**config.mk**
```make
export PLATFORM = sky130hd
export DESIGN_NAME = mlqs_front
export DESIGN_NICKNAME = d
export VERILOG_FILES = /design/src/design/mlqs_pkg.sv /design/src/design/mlqs_front.sv
export SDC_FILE = /design/constraint.sdc
export NUM_CORES = 1
export LEC_CHECK = 0
export ABC_AREA = 1
export BUFFER_PORTS_ARGS = -buffer_cell sky130_fd_sc_hd__buf_2
export CORE_AREA = 4 4 73 75
export DETAILED_ROUTE_END_ITERATION = 6
export DIE_AREA = 0 0 77 79
export MAX_ROUTING_LAYER = met4
export PLACE_DENSITY = 0.67
export SLEW_MARGIN = 20
export SYNTH_ARGS = -nofsm -noshare
export SYNTH_HDL_FRONTEND = slang
export SYNTH_SLANG_ARGS = --single-unit
```
**constraint.sdc**
```tcl
create_clock -name aclk -period 4.55 [get_ports aclk]
set_input_delay 0.91 -clock aclk [delete_from_list [all_inputs] [get_ports aclk]]
set_output_delay 0.91 -clock aclk [all_outputs]
set_load 0.005 [all_outputs]
```
**src/design/mlqs_pkg.sv**
```systemverilog
`timescale 1ns / 1ps
// ----------------------------------------------------------------------------
// mlqs_pkg
// Shared types and constants for the multilevel queue scheduler.
// ----------------------------------------------------------------------------
package mlqs_pkg;

    localparam int DEFAULT_QUEUE_DEPTH = 256;
    localparam int DEFAULT_TIME_BITS   = 32;

    localparam int PID_W   = 16;
    localparam int BURST_W = 16;
    localparam int OTIME_W = 32;
    localparam int SUM_W   = 48;

    localparam logic [BURST_W-1:0] TIME_SLICE_RESET = 16'd4;

    // register index, taken from paddr[2]
    localparam logic REG_TIME_SLICE = 1'b0;

    localparam logic REQ_ENQUEUE  = 1'b0;
    localparam logic REQ_DISPATCH = 1'b1;

    localparam logic CLASS_RR   = 1'b0;
    localparam logic CLASS_FCFS = 1'b1;

    typedef enum logic [1:0] {
        OP_ENQ_RR,
        OP_ENQ_FCFS,
        OP_DISPATCH
    } op_t;

    typedef struct packed {
        logic               req_type;
        logic [BURST_W-1:0] burst;
        logic               queue_class;
    } req_in_t;

    typedef struct packed {
        op_t                op;
        logic [BURST_W-1:0] burst;
    } sched_req_t;

    typedef struct packed {
        logic               slice_valid;
        logic [PID_W-1:0]   slice_pid;
        logic [OTIME_W-1:0] start_time;
        logic [OTIME_W-1:0] finish_time;
        logic               completed;
        logic               all_done;
        logic               rejected;
        logic [SUM_W-1:0]   wait_sum;
        logic [SUM_W-1:0]   finish_sum;
        logic [PID_W-1:0]   process_count;
    } result_t;

endpackage

```
**src/design/mlqs_front.sv**
```systemverilog
`timescale 1ns / 1ps
// ----------------------------------------------------------------------------
// mlqs_front
// Request intake: classifies each request and holds it in a two-entry queue.
// ----------------------------------------------------------------------------
module mlqs_front (
    input  logic                 aclk,
    input  logic                 aresetn,
    input  logic                 s_valid,
    output logic                 s_ready,
    input  mlqs_pkg::req_in_t    s_data,
    output logic                 req_valid,
    output mlqs_pkg::sched_req_t req,
    input  logic                 req_pop
);
    import mlqs_pkg::*;

    sched_req_t  entry_reg [2];
    logic        wr_ptr_reg;
    logic        rd_ptr_reg;
    logic [1:0]  count_reg;
    logic        push;
    sched_req_t  cls;

    always_comb begin
        cls.burst = s_data.burst;
        if (s_data.req_type == REQ_DISPATCH) begin
            cls.op = OP_DISPATCH;
        end else if (s_data.queue_class == CLASS_FCFS) begin
            cls.op = OP_ENQ_FCFS;
        end else begin
            cls.op = OP_ENQ_RR;
        end
    end

    assign s_ready   = (count_reg != 2'd2);
    assign push      = s_valid && s_ready;
    assign req_valid = (count_reg != 2'd0);
    assign req       = entry_reg[rd_ptr_reg];

    always_ff @(posedge aclk) begin
        if (push) begin
            entry_reg[wr_ptr_reg] <= cls;
        end
    end

    always_ff @(posedge aclk) begin
        if (!aresetn) begin
            wr_ptr_reg <= 1'b0;
            rd_ptr_reg <= 1'b0;
            count_reg  <= 2'd0;
        end else begin
            if (push) begin
                wr_ptr_reg <= !wr_ptr_reg;
            end
            if (req_pop) begin
                rd_ptr_reg <= !rd_ptr_reg;
            end
            unique case ({push, req_pop})
                2'b10:   count_reg <= count_reg + 2'd1;
                2'b01:   count_reg <= count_reg - 2'd1;
                default: count_reg <= count_reg;
            endcase
        end
    end

endmodule

```
==> flow_summary.ini, run 1 <==
[status]
outcome = completed

[detailed_routing]
drc = 0
routed_wirelength_mm = 2.73
vias_per_cell = 4.58
routedWlPerCell_um = 14.2
via_count = 884
first_iter_violations = 36
firstDrtPassIters = 4
antenna_left = 0

[global_route]
grt_usage_pct = 9.51
grt_pass1_vias = 924
grt_antenna_before_repair = 0
grt_max_degree = 20
grt_overflow = 0
grt_first_pass_wirelength_mm = 4.22

[layout]
fin_cells = 193
nNetsFinal = 161
largest_reg_flops = 36
drive_gt1_share_pct = 51.1
num_antenna_cells = 0
final_area_um2 = 1940
utilization_pct = 41.7
regArea_um2 = 1180
num-fill-cells = 443
area_delta_synth_final_pct = 22.5
multi_input_area_um2 = 362

[floorplan]
std_cell_rows = 25
dieHeight_um = 79
start_util_pct = 34.1
design.core.area_um2 = 4660
die_area_um2 = 6080
die_w_um = 77
io_pins = 42

[pwr]
intPower_mw = 0.656
ir_drop_v = 0.000211
pwr-share-comb_pct = 11.7
swShare_pct = 21.2
seq_power_share_pct = 55.1
pwr-share-clk_pct = 33.2
power_density_nw_per_um2 = 428
leakagePower_nw = 0.781
switchingPower_mw = 0.177

[clock_network]
cts-buffers-inserted = 5
clockBufferDepth = 2
cts.clk_slew.worst_paths_ns = 0.07
cts_tree = done
clock_latency_ns = 0.29
cts_setup_buffers = 0
htreeDepth = 2
clock_sinks = 41
cts_root_buffer = clkbuf_8
cts_resized = 0
cts.hold.buffers_added = 0

[synth]
syn_nets = 115
yosysSeqAreaShare_pct = 74.4
synth_ff_type = edfxtp_1
synth.area.top_cells = edfxtp_1 68%, mux2_4 9.5%, dfxtp_1 6.3%
synth_top_area_share_pct = 68.1
synth_area_um2 = 1590
synthCells = 92
synthArstFlopShare_pct = 0
synth.ff_latch_count = 41
ys.warnings.count = 0
synth_area_per_cell_um2 = 17.3
synth-edff-count = 36
yosys.area.top_type = edfxtp_1
synth_cell_types = 16

[worst_setup_path]
start_kind = flip-flop
setup.worst_path.end = req[17]
cp_data_arrival_time_ns = 1.82
r2r-start = count_reg[0]
r2r-end = entry_reg[1][15]
crit_type = reg2out
endpoint_kind = output pin
cp_max_fo = 18
rrSetupSlack_ns = 2.74
rr_worst_depth = 4
crit_required_ns = 3.64

[timing]
relSlewSlack_pct = 32.7
skew_ns = 0.00452
drv_slew = 0
fin_crit_sh_pct = 59.9
worst_slew_pin_slew_ns = 1.01
rsz0062_at_grt = false
setup_slack_ns = 1.82
clock.fmax_mhz = 367
finalSetupViolations = 0
setup-tns-final_ns = 0
finalHoldViolCount = 0
layout_min_cycle_time_ns = 2.73

[placed_design]
preCtsSetupSlack_ns = 2.06
portBuffers = 41
gp_congestion = 0.628
dpl_cell_area_um2 = 1830
dp.cells = 185
hpwl_mm = 1.96

[job]
drv_cap = 0

[hold_path]
hold_path.class = reg2reg
[synthesized netlist by cell type, types with 4 or more instances]
cell and count:
dfxtp_1 5, edfxtp_1 36, inv_1 4, mux2_2 8, mux2_4 10, nand2_1 9, nor2_1 11
[cell usage in the layout (no fill, tap or decap)]
cell type,netlist,routed
buf_2,0,41
clkbuf_8,0,5
o21ai_0,1,1
clkinv_1,0,1
edfxtp_1,36,36
nand2_1,9,9
mux2_2,8,8
or2_2,1,1
nand2_2,1,1
a21oi_1,1,1
bufinv_16,0,1
nand4_1,1,1
inv_1,4,4
nor2_2,0,2
inv_2,1,1
clkinvlp_4,0,1
ha_1,1,1
nor2_1,11,9
dfxtp_1,5,5
mux2_4,10,10
[power groups by stage]
stage / sequential [mW] / combinational, mW / clock [mW]
after global placement: 0.465 / 0.0946 / 0
final: 0.458 / 0.0975 / 0.277
after floorplan: 0.458 / 0.0649 / 0
after detailed placement: 0.468 / 0.0996 / 0
after global routing: 0.462 / 0.108 / 0.305
after CTS: 0.459 / 0.0999 / 0.289
[routing by layer]
| metal | up-vias | share of wire, % | track usage (%) |
|---|---|---|---|
| met2 | 34 | 49 | 16.1 |
| met5 | - | 0 | - |
| met4 | 0 | 1.5 | 4.27 |
| met1 | 420 | 41 | 9.62 |
| li1 | 424 | - | - |
| met3 | 6 | 8.2 | 4.08 |
[how the worst min path moves through the flow]
| stage | startpoint | to | slack, ns | depth (start not counted) |
|---|---|---|---|---|
| detailed placement | rd_ptr_reg | flip-flop | 0.49 | 2 |
| finish | rd_ptr_reg | flip-flop | 0.51 | 2 |
| CTS | rd_ptr_reg | flip-flop | 0.51 | 2 |
| floorplan | rd_ptr_reg | flip-flop | 0.46 | 2 |
| global placement | rd_ptr_reg | rd_ptr_reg | 0.48 | 2 |
| global route | rd_ptr_reg | flip-flop | 0.55 | 2 |
[cell type report]
cell class | instances | area share [%]
multi-input combinational | 44 | 18.6
inverter | 5 | 0.965
timing repair buffer | 41 | 10.6
tap | 54 | 3.47
sequential | 41 | 60.7
clock inverter | 3 | 2.12
clock buffer | 5 | 3.54
[kinds of logic (layout without fill, tap and decap cells)]
| group | after synthesis | in the layout | synth area share, % |
|---|---|---|---|
| buf+inv | 7 | 54 | 3.15 |
| mux | 18 | 18 | 15.1 |
| simple gates | 23 | 23 | 5.91 |
| fa+ha+maj | 1 | 1 | 0.788 |
| compound gates | 2 | 2 | 0.630 |
| flops | 41 | 41 | 74.4 |
[critical path: stages, from the launching register on]
cell,delay [ns]
dfxtp_1,0.99
mux2_2,0.42
buf_2,0.13
[through the flow]
step / hold slack, ns / power (mW)
after floorplan: 0.463 / 0.523
after global placement: 0.480 / 0.559
after detailed placement: 0.492 / 0.567
after CTS: 0.509 / 0.848
after global routing: 0.550 / 0.874
final: 0.506 / 0.832
Power figures use the tool's default switching activity.
==> run 2: changes to the inputs <==
- PLACE_DENSITY: 0.67 -> 0.69
- clock period: 4.55 -> 2.2 ns (I/O delays scaled with it)
==> flow_summary.ini, run 2 (synthesis results as in run 1) <==
[worst_setup_path]
crit_type = reg2out
cp_max_fo = 12
setup.worst_path.end = req[11]
cp_data_arrival_time_ns = 1.49
endpoint_kind = output pin
crit_required_ns = 1.76
r2r-end = entry_reg[1][16]
rr_worst_depth = 5
r2r-start = count_reg[0]
start_kind = flip-flop
rrSetupSlack_ns = 0.66

[layout]
final_cell_mix = 41 x buf_2, 36 x edfxtp_1, 10 x mux2_4
num-fill-cells = 426
final_area_um2 = 2000
area_delta_synth_final_pct = 26.1
mostFrequentLayoutCell = buf_2
nNetsFinal = 164
num_antenna_cells = 0
largest_reg_flops = 36
drive_gt1_share_pct = 52.1

[timing]
hold_slack_ns = 0.339
fin_crit_sh_pct = 87.7
finalHoldViolCount = 0
layout_min_cycle_time_ns = 1.93
relSlewSlack_pct = 68.0
clock.fmax_mhz = 518
finalSetupViolations = 0
skew_ns = 0.00869
rsz0062_at_grt = false
drv_slew = 0
setup_slack_ns = 0.270
worst_slew_pin_slew_ns = 0.480
setup-tns-final_ns = 0

[floorplan]
start_util_pct = 34.1
dieHeight_um = 79
std_cell_rows = 25
die_area_um2 = 6080
die_w_um = 77
design.core.area_um2 = 4660
io_pins = 42

[global_route]
grt_max_degree = 14
grt_usage_pct = 10.2
grt_antenna_before_repair = 0
grt_first_pass_wirelength_mm = 4.62
grt_overflow = 0
grt_pass1_vias = 991

[pwr]
pwr-share-comb_pct = 13.2
leakagePower_nw = 0.811
pwr-share-clk_pct = 32.9
ir_drop_v = 0.000364
power_density_nw_per_um2 = 871
intPower_mw = 1.38
seq_power_share_pct = 53.9
swShare_pct = 21.0
switchingPower_mw = 0.367

[clock_network]
clock_sinks = 41
cts_root_buffer = clkbuf_8
cts_setup_buffers = 0
cts.clk_slew.worst_paths_ns = 0.08
clock_latency_ns = 0.29
cts_tree = done
htreeDepth = 2
cts-buffers-inserted = 5
cts_resized = 0
cts.hold.buffers_added = 0
clockBufferDepth = 2

[job]
drv_cap = 0

[placed_design]
portBuffers = 41
hpwl_mm = 2.05
gp_congestion = 0.663
preCtsSetupSlack_ns = 0.547
dpl_cell_area_um2 = 1890

[hold_path]
holdPathStages = 1
worstHoldStart = s_data[14]
hold_path.class = in2reg

[detailed_routing]
routed_wirelength_mm = 2.73
antenna_left = 0
firstDrtPassIters = 2
via_count = 882
routedWlPerCell_um = 13.9
first_iter_violations = 41
drc = 0
vias_per_cell = 4.50

[status]
outcome = completed
run 2: through the flow:
stage / util [%] / power (mW) / std cells
after floorplan: - / 1.08 / 92
after global placement: 40.6 / 1.18 / 188
after detailed placement: 40.6 / 1.19 / 188
after CTS: 43.0 / 1.77 / 196
after global routing: 43.0 / 1.83 / 196
final: 43.0 / 1.74 / 196
run 2: power groups by stage:
stage | sequential, mW | combinational [mW] | clock, mW
6_report | 0.939 | 0.231 | 0.573
5_1_grt | 0.946 | 0.257 | 0.627
4_1_cts | 0.940 | 0.237 | 0.592
3_5_place_dp | 0.958 | 0.236 | 0
3_3_place_gp | 0.953 | 0.228 | 0
2_1_floorplan | 0.948 | 0.134 | 0
run 2: critical path, stage by stage (launching register included):
cell and delay (ns):
dfxtp_1 0.54, buf_12 0.21, mux2_2 0.34, buf_2 0.12
run 2: final cells by class:
type | instances | area, um2 | share of cell area [%]
flip-flops and latches | 41 | 1180 | 59.0
multi-input cells | 44 | 362 | 18.1
repair buffers | 44 | 265 | 13.2
clock buffers | 6 | 72.6 | 3.62
well taps | 54 | 67.6 | 3.38
clock inverters | 2 | 35.0 | 1.75
inverters | 5 | 18.8 | 0.938
run 2: routing by layer:
| layer | share of wire, % | up-vias | global-route usage (%) |
|---|---|---|---|
| met2 | 50 | 36 | 17.2 |
| met4 | 1.4 | 0 | 4.27 |
| met1 | 40 | 412 | 10.6 |
| met3 | 8.2 | 8 | 4.20 |
| met5 | 0 | - | - |
| li1 | - | 426 | - |
run 2: how the worst min path moves through the flow:
stage                  endpoint  slack (ns)
2_1_floorplan         flip-flop        0.46
3_3_place_gp         rd_ptr_reg        0.48
3_5_place_dp          flip-flop        0.50
4_1_cts         entry_reg[1][0]        0.33
5_1_grt        entry_reg[1][13]        0.32
6_report       entry_reg[0][13]        0.34
==> run 3: changes to the inputs <==
- ABC_AREA: 1 -> not set
- CORE_AREA: 4 4 73 75 -> 4 4 72 74
- DIE_AREA: 0 0 77 79 -> 0 0 76 78
==> flow_summary.ini, run 3 <==
[timing]
finalHoldViolCount = 0
skew_ns = 0.00647
clock.fmax_mhz = 580
worst_slew_pin_slew_ns = 0.254
drv_slew = 0
rsz0062_at_grt = false
relSlewSlack_pct = 83.1
setup-tns-final_ns = 0
layout_min_cycle_time_ns = 1.72
fin_crit_sh_pct = 78.3
finalSetupViolations = 0

[clock_network]
cts.hold.buffers_added = 0
cts-buffers-inserted = 5
cts_root_buffer = clkbuf_8
cts_resized = 0
clock_latency_ns = 0.28
cts_setup_buffers = 0
cts_tree = done
htreeDepth = 2
cts.clk_slew.worst_paths_ns = 0.07
clock_sinks = 41
clockBufferDepth = 2

[worst_setup_path]
cp_max_fo = 10
start_kind = flip-flop
rr_worst_depth = 5
rrSetupSlack_ns = 0.55
crit_type = reg2out
crit_required_ns = 1.76
setup.worst_path.end = req[12]
r2r-start = count_reg[0]
cp_data_arrival_time_ns = 1.28
r2r-end = count_reg[1]
endpoint_kind = output pin

[status]
outcome = completed

[synth]
yosysMostFrequentCell = edfxtp_1
synth_ff_type = edfxtp_1
synth_xor_xnor_area_share_pct = 1.72
synth_cell_types = 21
synth_compound_gate_area_share_pct = 1.96
synth_area_um2 = 1530
syn_nets = 103
synthCells = 80
synth.ff_latch_count = 41
synthSimpleGateAreaFrac_pct = 4.01
synth_top_family_by_area = multiplexers
synthAdderAreaFrac_pct = 0.818
synth_mux_area_share_pct = 13.2
synthArstFlopShare_pct = 0
synth.area.top_cells = edfxtp_1 71%, mux2_2 13%, dfxtp_1 6.5%
ys.warnings.count = 0
yosysSeqAreaShare_pct = 77.2
yosys.area.top_type = edfxtp_1
synth_area_per_cell_um2 = 19.1
synth-edff-count = 36
synth_top_area_share_pct = 70.6
synth_commonest_cells = 36 x edfxtp_1, 18 x mux2_2, 5 x dfxtp_1, 3 x and2_1, 2 x xnor2_1

[pwr]
intPower_mw = 1.28
pwr-share-clk_pct = 26.9
pwr-share-comb_pct = 15.4
leakagePower_nw = 0.732
swShare_pct = 22.6
ir_drop_v = 0.000307
power_mw = 1.65
switchingPower_mw = 0.373
seq_power_share_pct = 57.8
power_density_nw_per_um2 = 868

[layout]
num_antenna_cells = 0
final_area_um2 = 1900
final_cell_mix = 41 x buf_2, 36 x edfxtp_1, 18 x mux2_2
utilization_pct = 41.4
mostFrequentLayoutCell = buf_2
drive_gt1_share_pct = 54.2
largest_reg_flops = 36
nNetsFinal = 153
area_delta_synth_final_pct = 24.3

[global_route]
grt_antenna_before_repair = 0
grt_usage_pct = 9.94
grt_overflow = 0
grt_max_degree = 19
grt_pass1_vias = 948
grt_first_pass_wirelength_mm = 4.49

[detailed_routing]
vias_per_cell = 4.53
drc = 0
routedWlPerCell_um = 14.0
routed_wirelength_mm = 2.59
via_count = 838
firstDrtPassIters = 4
antenna_left = 0
first_iter_violations = 71

[hold_path]
hold_path.class = in2reg
holdPathStages = 1

[placed_design]
hpwl_mm = 1.87
gp_congestion = 0.631
portBuffers = 41
dpl_cell_area_um2 = 1820

[floorplan]
start_util_pct = 33.3
dieHeight_um = 78
design.core.area_um2 = 4600
std_cell_rows = 25
die_area_um2 = 5930
die_w_um = 76
io_pins = 42

[job]
drv_cap = 0
[run 3: cell types whose count changed after synthesis, sizes merged, moves of 2 or more]
cell and change:
xnor2 +2, nor2 -11, and2 +3, nand2 -9, a21boi +2, inv -4
[run 3: final cells by class]
type,count,area [um2]
flip-flops and latches,41,1180
fillers,453,2700
clock inverters,3,12.5
clock buffers,5,68.8
multi-input cells,36,333
inverters,1,3.75
repair buffers,45,235
well taps,54,67.6
[run 3: kinds of logic after synthesis]
family / Yosys count
xor gates and xnor gates: 3
and+or+nand+nor: 10
muxes: 18
buffers and inverters: 3
AOI/OAI and AO/OA: 4
adders and majority gates: 1
DFF: 41
[run 3: worst max-delay path, cell delays in order, from the launching register on]
cell and delay (ns):
dfxtp_1 0.33, buf_4 0.19, mux2_2 0.36, buf_2 0.13
[run 3: per-stage QoR]
| step | instances | hold WS (ns) | worst slack (ns) |
|---|---|---|---|
| detailed placement | 177 | 0.535 | 0.564 |
| global route | 185 | 0.333 | 0.392 |
| global placement | 177 | 0.475 | 0.761 |
| CTS | 185 | 0.332 | 0.443 |
| finish | 185 | 0.342 | 0.477 |
| floorplan | 80 | 0.466 | 0.718 |
[run 3: worst min path at each step]
| stage | start | end | slack (ns) |
|---|---|---|---|
| final | s_data[15] | entry_reg[1][14] | 0.34 |
| after floorplan | count_reg[1] | count_reg[1] | 0.47 |
| after detailed placement | count_reg[1] | count_reg[1] | 0.53 |
| after global placement | count_reg[1] | count_reg[1] | 0.47 |
| after global routing | s_data[7] | entry_reg[1][6] | 0.33 |
| after CTS | s_data[15] | entry_reg[0][14] | 0.33 |
[run 3: per-layer routing]
| layer | vias up | wire (um) | global-route usage, % |
|---|---|---|---|
| met5 | - | 0 | - |
| met4 | 0 | 37 | 5.34 |
| met3 | 6 | 197 | 3.83 |
| met2 | 39 | 1250 | 15.7 |
| met1 | 392 | 1110 | 10.8 |
| li1 | 401 | - | - |
[run 3: power groups by stage]
stage               Combinational (mW)  Sequential, mW  Clock [mW]
floorplan                        0.145           0.964           0
global placement                 0.249           0.966           0
detailed placement               0.260           0.972           0
CTS                              0.261           0.954       0.463
global route                     0.284           0.962       0.490
finish                           0.253           0.953       0.443
